`config.mk`:
```
export PLATFORM = sky130hd
export DESIGN_NAME = pump_duty_ramp_controller_flat
export DESIGN_NICKNAME = d
export VERILOG_FILES = /design/src/design/pdrc_pkg.sv /design/src/design/pdrc_in_if.sv /design/src/design/pdrc_out_if.sv /design/src/design/pdrc_dp.sv /design/src/design/pdrc_ctrl.sv /design/src/design/pump_duty_ramp_controller.sv /design/src/flat_wrapper.sv
export SDC_FILE = /design/constraint.sdc
export NUM_CORES = 2
export LEC_CHECK = 0
export BUFFER_PORTS_ARGS = -buffer_cell sky130_fd_sc_hd__buf_2
export CAP_MARGIN = 20
export CORE_MARGIN = 5
export CORE_UTILIZATION = 45
export DETAILED_ROUTE_END_ITERATION = 8
export PLACE_DENSITY = 0.67
export SYNTH_ARGS = -nofsm -noshare
export SYNTH_HDL_FRONTEND = slang
export SYNTH_SLANG_ARGS = --single-unit
```
`constraint.sdc`:
```
create_clock -name i_clk -period 26.9 [get_ports i_clk]
set_clock_uncertainty 0.2 [all_clocks]
set_input_delay 2.69 -clock i_clk [delete_from_list [all_inputs] [get_ports i_clk]]
set_output_delay 2.69 -clock i_clk [all_outputs]
set_load 0.02 [all_outputs]
```
`src/design/pdrc_pkg.sv`:
```
`timescale 1ns / 1ps
`default_nettype none
// ----------------------------------------------------------------------------
// pdrc_pkg
// Types, widths and fixed-point constants of the pump duty ramp controller.
// ----------------------------------------------------------------------------
package pdrc_pkg;

    // timing constants in ms
    localparam int TICK_MS          = 10;
    localparam int UPDATE_PERIOD_MS = 100;
    localparam int TO_PREFUSION_MS  = 1000;
    localparam int TO_BREW_MS       = 1000;

    // field and state widths
    localparam int DUTY_W    = 10;
    localparam int FRAC_BITS = 8;
    localparam int VAL_W     = DUTY_W + FRAC_BITS;  // Q10.8 duty
    localparam int CNT_W     = 16;
    localparam int RATE_W    = 16;                  // signed Q.12 counts per ms
    localparam int RATE_FRAC = 12;
    localparam int PCT_W     = 7;
    localparam int MODE_W    = 2;
    localparam int CFG_W     = 16;
    localparam int CFG_IDX_W = 2;

    localparam int PCT_MAX   = 100;
    localparam int RATE_MIN  = 164;    // 0.04 in Q.12
    localparam int RATE_MAX  = 1229;   // 0.3 in Q.12
    localparam int RATE_POS_SAT = 32767;
    localparam int RATE_NEG_SAT = 32768;

    localparam logic [DUTY_W-1:0] MAX_DUTY_RST  = 10'd1023;
    localparam logic [DUTY_W-1:0] PREF_DUTY_RST = 10'd512;
    localparam logic [DUTY_W-1:0] OFF_DUTY_RST  = 10'd0;
    localparam logic [CNT_W-1:0]  INIT_TICKS_RST = 16'd300;

    // shared multiplier
    localparam int MUL_W  = 27;
    localparam int PROD_W = 2 * MUL_W;
    localparam int PM_W   = 17;                     // percent * max_duty
    localparam int Q_SHIFT = RATE_FRAC - FRAC_BITS; // Q.12 to Q.8
    localparam int STEP_W = 23;
    localparam int V_W    = STEP_W + 1;

    // target = (pct * max * 256 + 50) / 100 by reciprocal
    localparam int TGT_DIV   = 100;
    localparam int TGT_ROUND = 50;
    localparam int TGT_XB    = PM_W + FRAC_BITS;
    localparam int TGT_S     = TGT_XB + $clog2(TGT_DIV);
    localparam longint TGT_M =
        ((longint'(1) << TGT_S) + longint'(TGT_DIV) - 1) / longint'(TGT_DIV);

    // rate = (|diff| * 16) / ms by reciprocal, |diff| * 16 below 2^DIFF_XB
    localparam int DIFF_XB = VAL_W + 4;
    localparam int Q_W     = DIFF_XB + 1;
    localparam int S_UPD   = DIFF_XB + $clog2(UPDATE_PERIOD_MS);
    localparam int S_PREF  = DIFF_XB + $clog2(TO_PREFUSION_MS);
    localparam int S_BREW  = DIFF_XB + $clog2(TO_BREW_MS);
    localparam longint M_UPD = ((longint'(1) << S_UPD) + longint'(UPDATE_PERIOD_MS) - 1)
                               / longint'(UPDATE_PERIOD_MS);
    localparam longint M_PREF = ((longint'(1) << S_PREF) + longint'(TO_PREFUSION_MS) - 1)
                                / longint'(TO_PREFUSION_MS);
    localparam longint M_BREW = ((longint'(1) << S_BREW) + longint'(TO_BREW_MS) - 1)
                                / longint'(TO_BREW_MS);

    typedef enum logic [MODE_W-1:0] {
        MODE_INIT      = 2'd0,
        MODE_PREFUSION = 2'd1,
        MODE_BREW      = 2'd2
    } t_mode;

    typedef enum logic [CFG_IDX_W-1:0] {
        CFG_MAX_DUTY   = 2'd0,
        CFG_PREF_DUTY  = 2'd1,
        CFG_OFF_DUTY   = 2'd2,
        CFG_INIT_TICKS = 2'd3
    } t_cfg_idx;

    typedef enum logic [1:0] {
        MUL_PCT  = 2'd0,
        MUL_TGT  = 2'd1,
        MUL_DIFF = 2'd2,
        MUL_STEP = 2'd3
    } t_mul_sel;

    typedef enum logic [1:0] {
        DIV_UPD  = 2'd0,
        DIV_PREF = 2'd1,
        DIV_BREW = 2'd2
    } t_div_sel;

    typedef enum logic [3:0] {
        ST_IDLE  = 4'd0,
        ST_PCT   = 4'd1,
        ST_TGT   = 4'd2,
        ST_WTGT  = 4'd3,
        ST_MAG   = 4'd4,
        ST_URATE = 4'd5,
        ST_MODE  = 4'd6,
        ST_STEP  = 4'd7,
        ST_XMUL  = 4'd8,
        ST_XRATE = 4'd9,
        ST_DONE  = 4'd10
    } t_state;

    typedef struct packed {
        logic     load_in;
        logic     mul_en;
        t_mul_sel mul_sel;
        t_div_sel div_sel;
        logic     tgt_prod;
        logic     tgt_pref;
        logic     tgt_full;
        logic     rate_upd;
        logic     rate_x;
        logic     rate_zero;
        logic     val_full;
        logic     val_step;
        logic     cnt_step;
        logic     cnt_clr;
        logic     last_load;
        logic     out_load;
        t_mode    mode;
    } t_dp_cmd;

    typedef struct packed {
        logic du_in;
        logic pe;
        logic last_pe;
        logic init_done;
        logic out_free;
    } t_dp_sts;

endpackage
`default_nettype wire

```
`src/design/pdrc_in_if.sv`:
```
`timescale 1ns / 1ps
`default_nettype none
// ----------------------------------------------------------------------------
// pdrc_in_if
// Tick channel: valid/ready with the prefusion enable and duty command.
// ----------------------------------------------------------------------------
interface pdrc_in_if
    import pdrc_pkg::*;
();
    logic             valid;
    logic             ready;
    logic             prefusion_enable;
    logic             duty_update;
    logic [PCT_W-1:0] duty_percent;

    modport source (
        output valid, prefusion_enable, duty_update, duty_percent,
        input  ready
    );
    modport sink (
        input  valid, prefusion_enable, duty_update, duty_percent,
        output ready
    );
endinterface
`default_nettype wire

```
`src/design/pdrc_out_if.sv`:
```
`timescale 1ns / 1ps
`default_nettype none
// ----------------------------------------------------------------------------
// pdrc_out_if
// Result channel: valid/ready with the pwm duty and the current mode.
// ----------------------------------------------------------------------------
interface pdrc_out_if
    import pdrc_pkg::*;
();
    logic              valid;
    logic              ready;
    logic [DUTY_W-1:0] pwm_duty;
    logic [MODE_W-1:0] mode_now;

    modport source (
        output valid, pwm_duty, mode_now,
        input  ready
    );
    modport sink (
        input  valid, pwm_duty, mode_now,
        output ready
    );
endinterface
`default_nettype wire

```
`src/design/pdrc_dp.sv`:
```
`timescale 1ns / 1ps
`default_nettype none
// ----------------------------------------------------------------------------
// pdrc_dp
// Datapath: config registers, duty/target/rate state, one shared multiplier
// with reciprocal division, ramp step with clamps, and the output register.
// ----------------------------------------------------------------------------
module pdrc_dp
    import pdrc_pkg::*;
(
    input  wire logic                 i_clk,
    input  wire logic                 i_rst_n,
    input  wire logic                 i_cfg_we,
    input  wire logic [CFG_IDX_W-1:0] i_cfg_idx,
    input  wire logic [CFG_W-1:0]     i_cfg_data,
    input  wire logic                 i_pe,
    input  wire logic                 i_du,
    input  wire logic [PCT_W-1:0]     i_pct,
    input  wire logic                 i_out_ready,
    input  wire t_dp_cmd              i_cmd,
    output t_dp_sts                   o_sts,
    output logic                      o_out_valid,
    output logic [DUTY_W-1:0]         o_pwm,
    output logic [MODE_W-1:0]         o_mode
);

    logic [DUTY_W-1:0]        r_max, r_pref, r_off;
    logic [CNT_W-1:0]         r_init_ticks;
    logic                     r_pe, r_last;
    logic [PCT_W-1:0]         r_pct;
    logic [CNT_W-1:0]         r_count;
    logic [VAL_W-1:0]         r_value, r_target;
    logic signed [RATE_W-1:0] r_rate;
    logic                     r_pos;
    logic signed [PROD_W-1:0] r_prod;
    logic                     r_out_valid;
    logic [DUTY_W-1:0]        r_pwm;
    t_mode                    r_mode_out;

    logic [PCT_W-1:0]         pct_sat;
    logic [PROD_W-1:0]        prod_u;
    logic [TGT_XB-1:0]        tgt_num;
    logic signed [VAL_W:0]    diff;
    logic [VAL_W-1:0]         diff_mag;
    logic signed [MUL_W-1:0]  mul_a, mul_b, div_m;
    logic signed [PROD_W-1:0] mul_p;
    logic [Q_W-1:0]           quo;
    logic [RATE_W-1:0]        upd_mag;
    logic signed [RATE_W-1:0] upd_rate, x_rate;
    logic signed [STEP_W-1:0] step;
    logic signed [V_W-1:0]    v_sum, v_clip, tgt_s, lo_s, hi_s;
    logic [VAL_W-1:0]         step_val, full_val, pref_val;
    logic [CNT_W-1:0]         cnt_inc;

    assign pct_sat  = (i_pct > PCT_W'(PCT_MAX)) ? PCT_W'(PCT_MAX) : i_pct;
    assign prod_u   = r_prod;
    assign tgt_num  = {prod_u[PM_W-1:0], FRAC_BITS'(0)} + TGT_XB'(TGT_ROUND);
    assign diff     = $signed({1'b0, r_target}) - $signed({1'b0, r_value});
    assign diff_mag = diff[VAL_W] ? VAL_W'(-diff) : diff[VAL_W-1:0];
    assign full_val = {r_max, FRAC_BITS'(0)};
    assign pref_val = {r_pref, FRAC_BITS'(0)};

    // reciprocal and its shift for each divisor
    always_comb begin
        case (i_cmd.div_sel)
            DIV_UPD: begin
                div_m = MUL_W'(M_UPD);
                quo   = Q_W'(prod_u >> S_UPD);
            end
            DIV_PREF: begin
                div_m = MUL_W'(M_PREF);
                quo   = Q_W'(prod_u >> S_PREF);
            end
            DIV_BREW: begin
                div_m = MUL_W'(M_BREW);
                quo   = Q_W'(prod_u >> S_BREW);
            end
            default: begin
                div_m = '0;
                quo   = '0;
            end
        endcase
    end

    always_comb begin
        case (i_cmd.mul_sel)
            MUL_PCT: begin
                mul_a = MUL_W'(r_pct);
                mul_b = MUL_W'(r_max);
            end
            MUL_TGT: begin
                mul_a = MUL_W'(tgt_num);
                mul_b = MUL_W'(TGT_M);
            end
            MUL_DIFF: begin
                mul_a = MUL_W'({diff_mag, 4'b0000});
                mul_b = div_m;
            end
            MUL_STEP: begin
                mul_a = {{(MUL_W-RATE_W){r_rate[RATE_W-1]}}, r_rate};
                mul_b = MUL_W'(TICK_MS);
            end
            default: begin
                mul_a = '0;
                mul_b = '0;
            end
        endcase
    end

    assign mul_p = mul_a * mul_b;

    // rate after a duty update, magnitude clamped to 0.04..0.3
    assign upd_mag  = (quo < Q_W'(RATE_MIN)) ? RATE_W'(RATE_MIN) :
                      (quo > Q_W'(RATE_MAX)) ? RATE_W'(RATE_MAX) : RATE_W'(quo);
    assign upd_rate = r_pos ? $signed(upd_mag) : -$signed(upd_mag);

    // rate towards a new mode target, saturated to 16 bits signed
    assign x_rate = r_pos ?
        ((quo > Q_W'(RATE_POS_SAT)) ? $signed(RATE_W'(RATE_POS_SAT)) : $signed(RATE_W'(quo))) :
        ((quo > Q_W'(RATE_NEG_SAT)) ? $signed(RATE_W'(RATE_NEG_SAT)) :
                                      $signed(RATE_W'(Q_W'(0) - quo)));

    // step is rate * tick floored from Q.12 to Q.8
    assign step  = STEP_W'(r_prod >>> Q_SHIFT);
    assign v_sum = $signed({{(V_W-VAL_W){1'b0}}, r_value}) + {step[STEP_W-1], step};
    assign tgt_s = $signed({{(V_W-VAL_W){1'b0}}, r_target});
    assign lo_s  = $signed({{(V_W-VAL_W){1'b0}}, r_off, FRAC_BITS'(0)});
    assign hi_s  = $signed({{(V_W-VAL_W){1'b0}}, full_val});

    always_comb begin
        v_clip = v_sum;
        if (!r_rate[RATE_W-1]) begin
            if (v_clip > tgt_s) v_clip = tgt_s;
        end else begin
            if (v_clip < tgt_s) v_clip = tgt_s;
        end
        if (v_clip < lo_s) v_clip = lo_s;
        // upper clamp wins when off is above max
        if (v_clip > hi_s) v_clip = hi_s;
        step_val = v_clip[VAL_W-1:0];
    end

    assign cnt_inc = (r_count == '1) ? r_count : r_count + 1'b1;

    always_comb begin
        o_sts.du_in     = i_du;
        o_sts.pe        = r_pe;
        o_sts.last_pe   = r_last;
        o_sts.init_done = (cnt_inc >= r_init_ticks);
        o_sts.out_free  = !r_out_valid || i_out_ready;
    end

    always_ff @(posedge i_clk) begin
        if (!i_rst_n) begin
            r_max        <= MAX_DUTY_RST;
            r_pref       <= PREF_DUTY_RST;
            r_off        <= OFF_DUTY_RST;
            r_init_ticks <= INIT_TICKS_RST;
            r_last       <= 1'b0;
            r_count      <= '0;
            r_value      <= '0;
            r_target     <= '0;
            r_rate       <= '0;
            r_out_valid  <= 1'b0;
        end else begin
            if (i_cfg_we) begin
                unique case (t_cfg_idx'(i_cfg_idx))
                    CFG_MAX_DUTY:   r_max        <= i_cfg_data[DUTY_W-1:0];
                    CFG_PREF_DUTY:  r_pref       <= i_cfg_data[DUTY_W-1:0];
                    CFG_OFF_DUTY:   r_off        <= i_cfg_data[DUTY_W-1:0];
                    CFG_INIT_TICKS: r_init_ticks <= i_cfg_data[CNT_W-1:0];
                    default: ;
                endcase
            end
            if (i_cmd.last_load) r_last <= r_pe;
            if (i_cmd.cnt_clr) begin
                r_count <= '0;
            end else if (i_cmd.cnt_step) begin
                r_count <= cnt_inc;
            end
            if (i_cmd.val_full) begin
                r_value <= full_val;
            end else if (i_cmd.val_step) begin
                r_value <= step_val;
            end
            if (i_cmd.tgt_prod) begin
                r_target <= prod_u[TGT_S +: VAL_W];
            end else if (i_cmd.tgt_pref) begin
                r_target <= pref_val;
            end else if (i_cmd.tgt_full) begin
                r_target <= full_val;
            end
            if (i_cmd.rate_upd) begin
                r_rate <= upd_rate;
            end else if (i_cmd.rate_x) begin
                r_rate <= x_rate;
            end else if (i_cmd.rate_zero) begin
                r_rate <= '0;
            end
            if (i_cmd.out_load) begin
                r_out_valid <= 1'b1;
            end else if (i_out_ready) begin
                r_out_valid <= 1'b0;
            end
        end
    end

    always_ff @(posedge i_clk) begin
        if (i_cmd.load_in) begin
            r_pe  <= i_pe;
            r_pct <= pct_sat;
        end
        if (i_cmd.mul_en) r_prod <= mul_p;
        if (i_cmd.mul_en && i_cmd.mul_sel == MUL_DIFF) r_pos <= (diff > 0);
        if (i_cmd.out_load) begin
            r_pwm      <= r_value[VAL_W-1:FRAC_BITS];
            r_mode_out <= i_cmd.mode;
        end
    end

    assign o_out_valid = r_out_valid;
    assign o_pwm       = r_pwm;
    assign o_mode      = r_mode_out;

endmodule
`default_nettype wire

```
`src/design/pdrc_ctrl.sv`:
```
`timescale 1ns / 1ps
`default_nettype none
// ----------------------------------------------------------------------------
// pdrc_ctrl
// Controller: sequences one tick through the datapath and holds the mode.
// ----------------------------------------------------------------------------
module pdrc_ctrl
    import pdrc_pkg::*;
(
    input  wire logic    i_clk,
    input  wire logic    i_rst_n,
    input  wire logic    i_in_valid,
    output logic         o_in_ready,
    input  wire t_dp_sts i_sts,
    output t_dp_cmd      o_cmd
);

    t_state r_state, n_state;
    t_mode  r_mode, n_mode;

    always_ff @(posedge i_clk) begin
        if (!i_rst_n) begin
            r_state <= ST_IDLE;
            r_mode  <= MODE_INIT;
        end else begin
            r_state <= n_state;
            r_mode  <= n_mode;
        end
    end

    // next state and mode
    always_comb begin
        n_state = r_state;
        n_mode  = r_mode;
        unique case (r_state)
            ST_IDLE:  if (i_in_valid) n_state = i_sts.du_in ? ST_PCT : ST_MODE;
            ST_PCT:   n_state = ST_TGT;
            ST_TGT:   n_state = ST_WTGT;
            ST_WTGT:  n_state = ST_MAG;
            ST_MAG:   n_state = ST_URATE;
            ST_URATE: n_state = ST_MODE;
            ST_MODE: begin
                unique case (r_mode)
                    MODE_INIT: begin
                        n_state = ST_DONE;
                        if (i_sts.init_done) begin
                            if (i_sts.pe) begin
                                n_mode  = MODE_PREFUSION;
                                n_state = ST_XMUL;
                            end else begin
                                n_mode  = MODE_BREW;
                            end
                        end
                    end
                    MODE_PREFUSION, MODE_BREW: n_state = ST_STEP;
                    default: n_state = ST_DONE;
                endcase
            end
            ST_STEP: begin
                n_state = ST_DONE;
                if (r_mode == MODE_PREFUSION && !i_sts.pe) begin
                    n_mode  = MODE_BREW;
                    n_state = ST_XMUL;
                end else if (r_mode == MODE_BREW && !i_sts.last_pe && i_sts.pe) begin
                    n_mode  = MODE_PREFUSION;
                    n_state = ST_XMUL;
                end
            end
            ST_XMUL:  n_state = ST_XRATE;
            ST_XRATE: n_state = ST_DONE;
            ST_DONE:  if (i_sts.out_free) n_state = ST_IDLE;
            default:  n_state = ST_IDLE;
        endcase
    end

    // datapath commands
    always_comb begin
        o_cmd      = '0;
        o_cmd.mode = r_mode;
        o_in_ready = 1'b0;
        unique case (r_state)
            ST_IDLE: begin
                o_in_ready    = 1'b1;
                o_cmd.load_in = i_in_valid;
            end
            ST_PCT: begin
                o_cmd.mul_en  = 1'b1;
                o_cmd.mul_sel = MUL_PCT;
            end
            ST_TGT: begin
                o_cmd.mul_en  = 1'b1;
                o_cmd.mul_sel = MUL_TGT;
            end
            ST_WTGT: o_cmd.tgt_prod = 1'b1;
            ST_MAG: begin
                o_cmd.mul_en  = 1'b1;
                o_cmd.mul_sel = MUL_DIFF;
                o_cmd.div_sel = DIV_UPD;
            end
            ST_URATE: begin
                o_cmd.div_sel  = DIV_UPD;
                o_cmd.rate_upd = 1'b1;
            end
            ST_MODE: begin
                unique case (r_mode)
                    MODE_INIT: begin
                        o_cmd.val_full = 1'b1;
                        o_cmd.cnt_step = 1'b1;
                        if (i_sts.init_done) begin
                            o_cmd.cnt_clr = 1'b1;
                            if (i_sts.pe) begin
                                o_cmd.tgt_pref = 1'b1;
                            end else begin
                                o_cmd.tgt_full  = 1'b1;
                                o_cmd.rate_zero = 1'b1;
                            end
                        end
                    end
                    MODE_PREFUSION, MODE_BREW: begin
                        o_cmd.mul_en  = 1'b1;
                        o_cmd.mul_sel = MUL_STEP;
                    end
                    default: ;
                endcase
            end
            ST_STEP: begin
                o_cmd.val_step = 1'b1;
                if (r_mode == MODE_PREFUSION && !i_sts.pe) begin
                    o_cmd.tgt_full = 1'b1;
                end else if (r_mode == MODE_BREW && !i_sts.last_pe && i_sts.pe) begin
                    o_cmd.tgt_pref = 1'b1;
                end
            end
            ST_XMUL: begin
                o_cmd.mul_en  = 1'b1;
                o_cmd.mul_sel = MUL_DIFF;
                o_cmd.div_sel = (r_mode == MODE_PREFUSION) ? DIV_PREF : DIV_BREW;
            end
            ST_XRATE: begin
                o_cmd.div_sel = (r_mode == MODE_PREFUSION) ? DIV_PREF : DIV_BREW;
                o_cmd.rate_x  = 1'b1;
            end
            ST_DONE: begin
                o_cmd.out_load  = i_sts.out_free;
                o_cmd.last_load = i_sts.out_free;
            end
            default: ;
        endcase
    end

endmodule
`default_nettype wire

```
`src/design/pump_duty_ramp_controller.sv`:
```
`timescale 1ns / 1ps
`default_nettype none
// ----------------------------------------------------------------------------
// pump_duty_ramp_controller
// Pump duty ramp controller: init / prefusion / brew modes, duty ramping
// towards a target at a clamped rate, one result item per control tick.
// ----------------------------------------------------------------------------
//  channel  dir  handshake      payload
//  i_in     in   valid/ready    prefusion_enable, duty_update, duty_percent
//  o_out    out  valid/ready    pwm_duty, mode_now
//  i_cfg    in   write enable   i_cfg_idx, i_cfg_data
//
//  one item at a time: an init tick runs idle, mode and done, a ramp tick
//  adds step, a duty update adds pct through urate, and a mode change that
//  needs a new rate adds xmul and xrate. the single shared 27x27 multiplier
//  does the percent product, the reciprocal divisions and the ramp step in
//  turn. reset is synchronous, active low; state, config and ramp registers
//  take their defaults. results wait in an output register; an output stall
//  holds the tick only in done, the next item is taken while a result waits.
// ----------------------------------------------------------------------------
module pump_duty_ramp_controller
    import pdrc_pkg::*;
(
    input  wire logic                 i_clk,
    input  wire logic                 i_rst_n,
    pdrc_in_if.sink                   i_in,
    pdrc_out_if.source                o_out,
    input  wire logic                 i_cfg_we,
    input  wire logic [CFG_IDX_W-1:0] i_cfg_idx,
    input  wire logic [CFG_W-1:0]     i_cfg_data
);

    t_dp_cmd cmd;
    t_dp_sts sts;
    logic    in_ready;

    pdrc_ctrl u_ctrl (
        .i_clk      (i_clk),
        .i_rst_n    (i_rst_n),
        .i_in_valid (i_in.valid),
        .o_in_ready (in_ready),
        .i_sts      (sts),
        .o_cmd      (cmd)
    );

    pdrc_dp u_dp (
        .i_clk       (i_clk),
        .i_rst_n     (i_rst_n),
        .i_cfg_we    (i_cfg_we),
        .i_cfg_idx   (i_cfg_idx),
        .i_cfg_data  (i_cfg_data),
        .i_pe        (i_in.prefusion_enable),
        .i_du        (i_in.duty_update),
        .i_pct       (i_in.duty_percent),
        .i_out_ready (o_out.ready),
        .i_cmd       (cmd),
        .o_sts       (sts),
        .o_out_valid (o_out.valid),
        .o_pwm       (o_out.pwm_duty),
        .o_mode      (o_out.mode_now)
    );

    assign i_in.ready = in_ready;

    // no second item is taken while one is in work
    a_one_in_flight: assert property (@(posedge i_clk) disable iff (!i_rst_n)
        (i_in.valid && i_in.ready) |=> !i_in.ready)
        else $error("item accepted while another is in work");

    // a finished tick always shows up on the output
    a_result_shown: assert property (@(posedge i_clk) disable iff (!i_rst_n)
        cmd.out_load |=> o_out.valid)
        else $error("result load did not raise output valid");

    // target multiply only follows the percent product
    a_tgt_order: assert property (@(posedge i_clk) disable iff (!i_rst_n)
        (cmd.mul_en && cmd.mul_sel == MUL_TGT) |->
            $past(cmd.mul_en && cmd.mul_sel == MUL_PCT))
        else $error("target multiply without percent product");

endmodule
`default_nettype wire

```
`src/flat_wrapper.sv`:
```
// flat-port wrapper written by rule: the top's interface ports become plain ports
module pump_duty_ramp_controller_flat import pdrc_pkg::*;
  (i_clk, i_rst_n, i_cfg_we, i_cfg_idx, i_cfg_data, i_in_valid, i_in_prefusion_enable, i_in_duty_update, i_in_duty_percent, i_in_ready, o_out_valid, o_out_pwm_duty, o_out_mode_now, o_out_ready);
  pdrc_in_if i_in_i ();
  pdrc_out_if o_out_i ();
  input  wire logic i_clk;
  input  wire logic i_rst_n;
  input  wire logic i_cfg_we;
  input  wire logic [CFG_IDX_W-1:0] i_cfg_idx;
  input  wire logic [CFG_W-1:0] i_cfg_data;
  input wire logic [$bits(i_in_i.valid)-1:0] i_in_valid;
  input wire logic [$bits(i_in_i.prefusion_enable)-1:0] i_in_prefusion_enable;
  input wire logic [$bits(i_in_i.duty_update)-1:0] i_in_duty_update;
  input wire logic [$bits(i_in_i.duty_percent)-1:0] i_in_duty_percent;
  output wire logic [$bits(i_in_i.ready)-1:0] i_in_ready;
  output wire logic [$bits(o_out_i.valid)-1:0] o_out_valid;
  output wire logic [$bits(o_out_i.pwm_duty)-1:0] o_out_pwm_duty;
  output wire logic [$bits(o_out_i.mode_now)-1:0] o_out_mode_now;
  input wire logic [$bits(o_out_i.ready)-1:0] o_out_ready;
  assign i_in_i.valid = i_in_valid;
  assign i_in_i.prefusion_enable = i_in_prefusion_enable;
  assign i_in_i.duty_update = i_in_duty_update;
  assign i_in_i.duty_percent = i_in_duty_percent;
  assign i_in_ready = i_in_i.ready;
  assign o_out_valid = o_out_i.valid;
  assign o_out_pwm_duty = o_out_i.pwm_duty;
  assign o_out_mode_now = o_out_i.mode_now;
  assign o_out_i.ready = o_out_ready;
  pump_duty_ramp_controller u_core (.i_clk(i_clk), .i_rst_n(i_rst_n), .i_in(i_in_i), .o_out(o_out_i), .i_cfg_we(i_cfg_we), .i_cfg_idx(i_cfg_idx), .i_cfg_data(i_cfg_data));
endmodule
```
==> results.sh <==
export IMPL_firstDrtPassIters=7
export IMPL_gp_routability_congestion=1.014
export IMPL_crit_end="u_core.u_dp.prod_u[51]"
export IMPL_crit_path_frequent_cell="sky130_fd_sc_hd__fa_1"
export IMPL_synth_sequential_area_ratio=0.1316
export IMPL_die_outline_area_sq_um=83980
export IMPL_rr_endpoint="u_core.u_dp.prod_u[51]"
export IMPL_worstHoldPathType="flip-flop to flip-flop"
export IMPL_synth_lib_cells_used_distinct=89
export IMPL_drt_drc_violations_left=0
export IMPL_final_hpwl_from_detailed_placement_mm=88.77
export IMPL_fp_row_count=102
export IMPL_critical_path_endpoint_type="flip-flop"
export IMPL_die_wd_microns=289.8
export IMPL_holdBufCountCts=0
export IMPL_setup_reg_to_reg_worst_slack_ns=15.36
export IMPL_final_layout_size_suffix_gt1_frac=0.04422
export IMPL_cts_inserted_buffers=17
export IMPL_die_height_microns=289.8
export IMPL_mostFrequentLayoutCell="sky130_fd_sc_hd__inv_1"
export IMPL_final_min_clock_period_ns=11.54
export IMPL_hold_viol_final=0
export IMPL_slew_violations=0
export IMPL_synth_area_sq_um=35230
export IMPL_routed_wire_length_per_instance_microns=20.81
export IMPL_synthesis_instances=3914
export IMPL_io_pins=46
export IMPL_synthToLayoutAreaGrowth_pct=7.430
export IMPL_clock_sinks=195
export IMPL_clockRootBuffer="sky130_fd_sc_hd__clkbuf_16"
export IMPL_fill_cells=7507
export IMPL_final_core_util=0.4877
export IMPL_antenna_diode_count=0
export IMPL_antenna_left=0
export IMPL_final_cell_mix="sky130_fd_sc_hd__inv_1 (887), sky130_fd_sc_hd__fa_1 (651), sky130_fd_sc_hd__nand2_1 (367)"
export IMPL_wl_mm=106.4
export IMPL_worst_ep_required_time_ns=26.91
export IMPL_final_net_count=5027
export IMPL_syn_area_per_cell_sq_um=9.001
export IMPL_path_class="flip-flop to flip-flop"
export IMPL_setup_repair_after_global_routing_missed_its_margin="no"
export IMPL_post_cts_resized_instances=0
export IMPL_reg2reg_from="u_core.u_dp.r_target[0]"
export IMPL_fmax_ghz=0.08662
export IMPL_cp_start_kind="flip-flop"
export IMPL_yosysWarningCount=0
export IMPL_maximum_number_of_pins_on_one_net_before_global_route_repair=53
export IMPL_fin_crit_sh=0.4291
export IMPL_slew_headroom=0.1878
export IMPL_run_status="completed"
export IMPL_worst_pin_slew_ns=1.218
export IMPL_post_cts_setup_buffers=0
export IMPL_via_count_of_the_first_global_routing_pass=28140
export IMPL_r2r_cells=38
export IMPL_grt_overflow_total=0
export IMPL_finalSetupViolations=0
export IMPL_async_reset_ff_frac=0
export IMPL_depth_of_the_cts_h_tree=4
export IMPL_critPathMaxFanout=7
export IMPL_worst_path_largest_cell_delay_ns=0.71
export IMPL_route_detailed_vias_per_inst=5.411
export IMPL_floorplan_core_area_sq_um=77590
export IMPL_grt_total_usage=0.2590
export IMPL_crit_startpoint="u_core.u_dp.r_target[0]"
export IMPL_cts_root_to_sink_buffers=2
export IMPL_cap_viol_max_count=0
export IMPL_clkLatencyLatePin_ns=0.47
export IMPL_data_arrival_at_the_endpoint_of_the_critical_path_ns=11.55
export IMPL_fin_tns_setup_ns=0
export IMPL_place_port_buffers=45
export IMPL_initial_utilization=0.4540
export IMPL_slowest_stage="sky130_fd_sc_hd__xor2_1"
export IMPL_synth_enable_flop_cells=73
export IMPL_ys_flop_type="sky130_fd_sc_hd__dfxtp_1"
export IMPL_cts_tree="built"
export IMPL_routed_via_count=27660
export IMPL_drt_iter0_drc=2334
export IMPL_placed_cells=5078
export IMPL_layoutNonFillerInstCount=5111
export IMPL_grt_first_pass_wirelength_mm=165.3
export IMPL_synth_seq_cells=195
export IMPL_clock_transition_time_at_the_flip_flop_clock_pins_of_the_worst_setup_and_hold_paths_ns=0.08
export IMPL_initial_antenna_violation_count=2
export IMPL_fin_hold_ws_ns=0.2581
-- per-stage QoR --
step	worst slack (ns)	area [sq um]
final	15.36	37850
after global routing	14.76	37850
after CTS	15.53	37840
after detailed placement	15.58	37210
after global placement	15.79	37210
after floorplan	16.91	35800
-- synthesized netlist by cell type (28+ instances only) --
library cell               number  share of area
sky130_fd_sc_hd__o21ai_0      111          0.016
sky130_fd_sc_hd__a21o_1        60          0.013
sky130_fd_sc_hd__dfxtp_1      122          0.069
sky130_fd_sc_hd__a22oi_1       30         0.0064
sky130_fd_sc_hd__fa_1         651           0.37
sky130_fd_sc_hd__a21oi_1      176          0.025
sky130_fd_sc_hd__and3_1        28         0.0050
sky130_fd_sc_hd__nor3_1        64         0.0091
sky130_fd_sc_hd__xor2_1        48          0.012
sky130_fd_sc_hd__nand2_1      367          0.039
sky130_fd_sc_hd__ha_1         286           0.10
sky130_fd_sc_hd__inv_1        888          0.095
sky130_fd_sc_hd__nand2b_1      34         0.0060
sky130_fd_sc_hd__nand3_1       45         0.0064
sky130_fd_sc_hd__edfxtp_1      73          0.062
sky130_fd_sc_hd__clkbuf_1      99          0.011
sky130_fd_sc_hd__o211ai_1      29         0.0062
sky130_fd_sc_hd__and2_1        38         0.0067
sky130_fd_sc_hd__xnor2_1       83          0.021
sky130_fd_sc_hd__nor2_1       274          0.029
-- cell type report --
| class | instances | area, sq um | share of cell area |
|---|---|---|---|
| clock buffer | 19 | 475.5 | 0.01256 |
| clock inverter | 13 | 148.9 | 0.003934 |
| inverter | 889 | 3337 | 0.08817 |
| multi-input combinational | 2872 | 27440 | 0.7250 |
| sequential | 195 | 4634 | 0.1225 |
| tap | 1040 | 1301 | 0.03438 |
| timing repair buffer | 83 | 510.5 | 0.01349 |
-- kinds of logic (layout without fill, tap and decap cells) --
kind of cell,Yosys count,in the layout,synth area share
AND/OR/NAND/NOR,975,975,0.1260
adder cells (fa/ha/maj),937,937,0.4715
buffers and inverters,999,1004,0.1068
multiplexers,36,36,0.01076
flip-flops,195,195,0.1316
XOR/XNOR,131,131,0.03257
other,2,154,0.0002132
AO/OA/AOI/OAI,639,639,0.1206
-- per-layer routing --
metal	up-vias	global-route usage	wire (microns)
met1	13830	0.3532	44670
li1	12570	-	-
met4	0	0.07728	3958
met5	-	0	0
met3	204	0.05835	8967
met2	1055	0.4166	48750
-- sequential cells by signal, summed over array words and instances, names as in the netlist --
signal / flops
u_core.u_dp.r_pos: 1
u_core.u_dp.o_mode: 2
u_core.u_ctrl.r_mode: 2
u_core.u_dp.r_off: 10
u_core.u_dp.r_pe: 1
u_core.u_dp.o_out_valid: 1
u_core.u_dp.r_rate: 16
u_core.u_ctrl.r_state: 4
u_core.u_dp.r_init_ticks: 16
u_core.u_dp.prod_u: 52
u_core.u_dp.r_count: 16
u_core.u_dp.o_pwm: 10
u_core.u_dp.r_pct: 7
u_core.u_dp.r_value: 18
u_core.u_dp.r_pref: 10
u_core.u_dp.r_max: 10
u_core.u_dp.r_target: 18
u_core.u_dp.r_last: 1
-- worst min-delay path by stage --
stage,startpoint,end,cells past startpoint
6_report,u_core.u_dp.r_init_ticks[6],u_core.u_dp.r_init_ticks[6],2
5_1_grt,u_core.u_dp.r_off[5],u_core.u_dp.r_off[5],2
4_1_cts,u_core.u_dp.r_off[5],u_core.u_dp.r_off[5],2
3_5_place_dp,u_core.u_dp.r_off[5],u_core.u_dp.r_off[5],2
3_3_place_gp,u_core.u_dp.r_init_ticks[11],u_core.u_dp.r_init_ticks[11],2
2_1_floorplan,u_core.u_dp.r_rate[6],u_core.u_dp.r_rate[6],2
-- worst max-delay path: cells and delay by family, from the launching register on --
family	cells	cell delay (ns)
fa+ha+maj	10	4.45
simple gates	6	1.81
buf+inv	7	0.39
xor+xnor	2	0.82
compound gates	13	3.24
flops	1	0.35
Power is not shown: default switching activity piles up to over one toggle a cycle in this logic, so the estimate is an artifact.
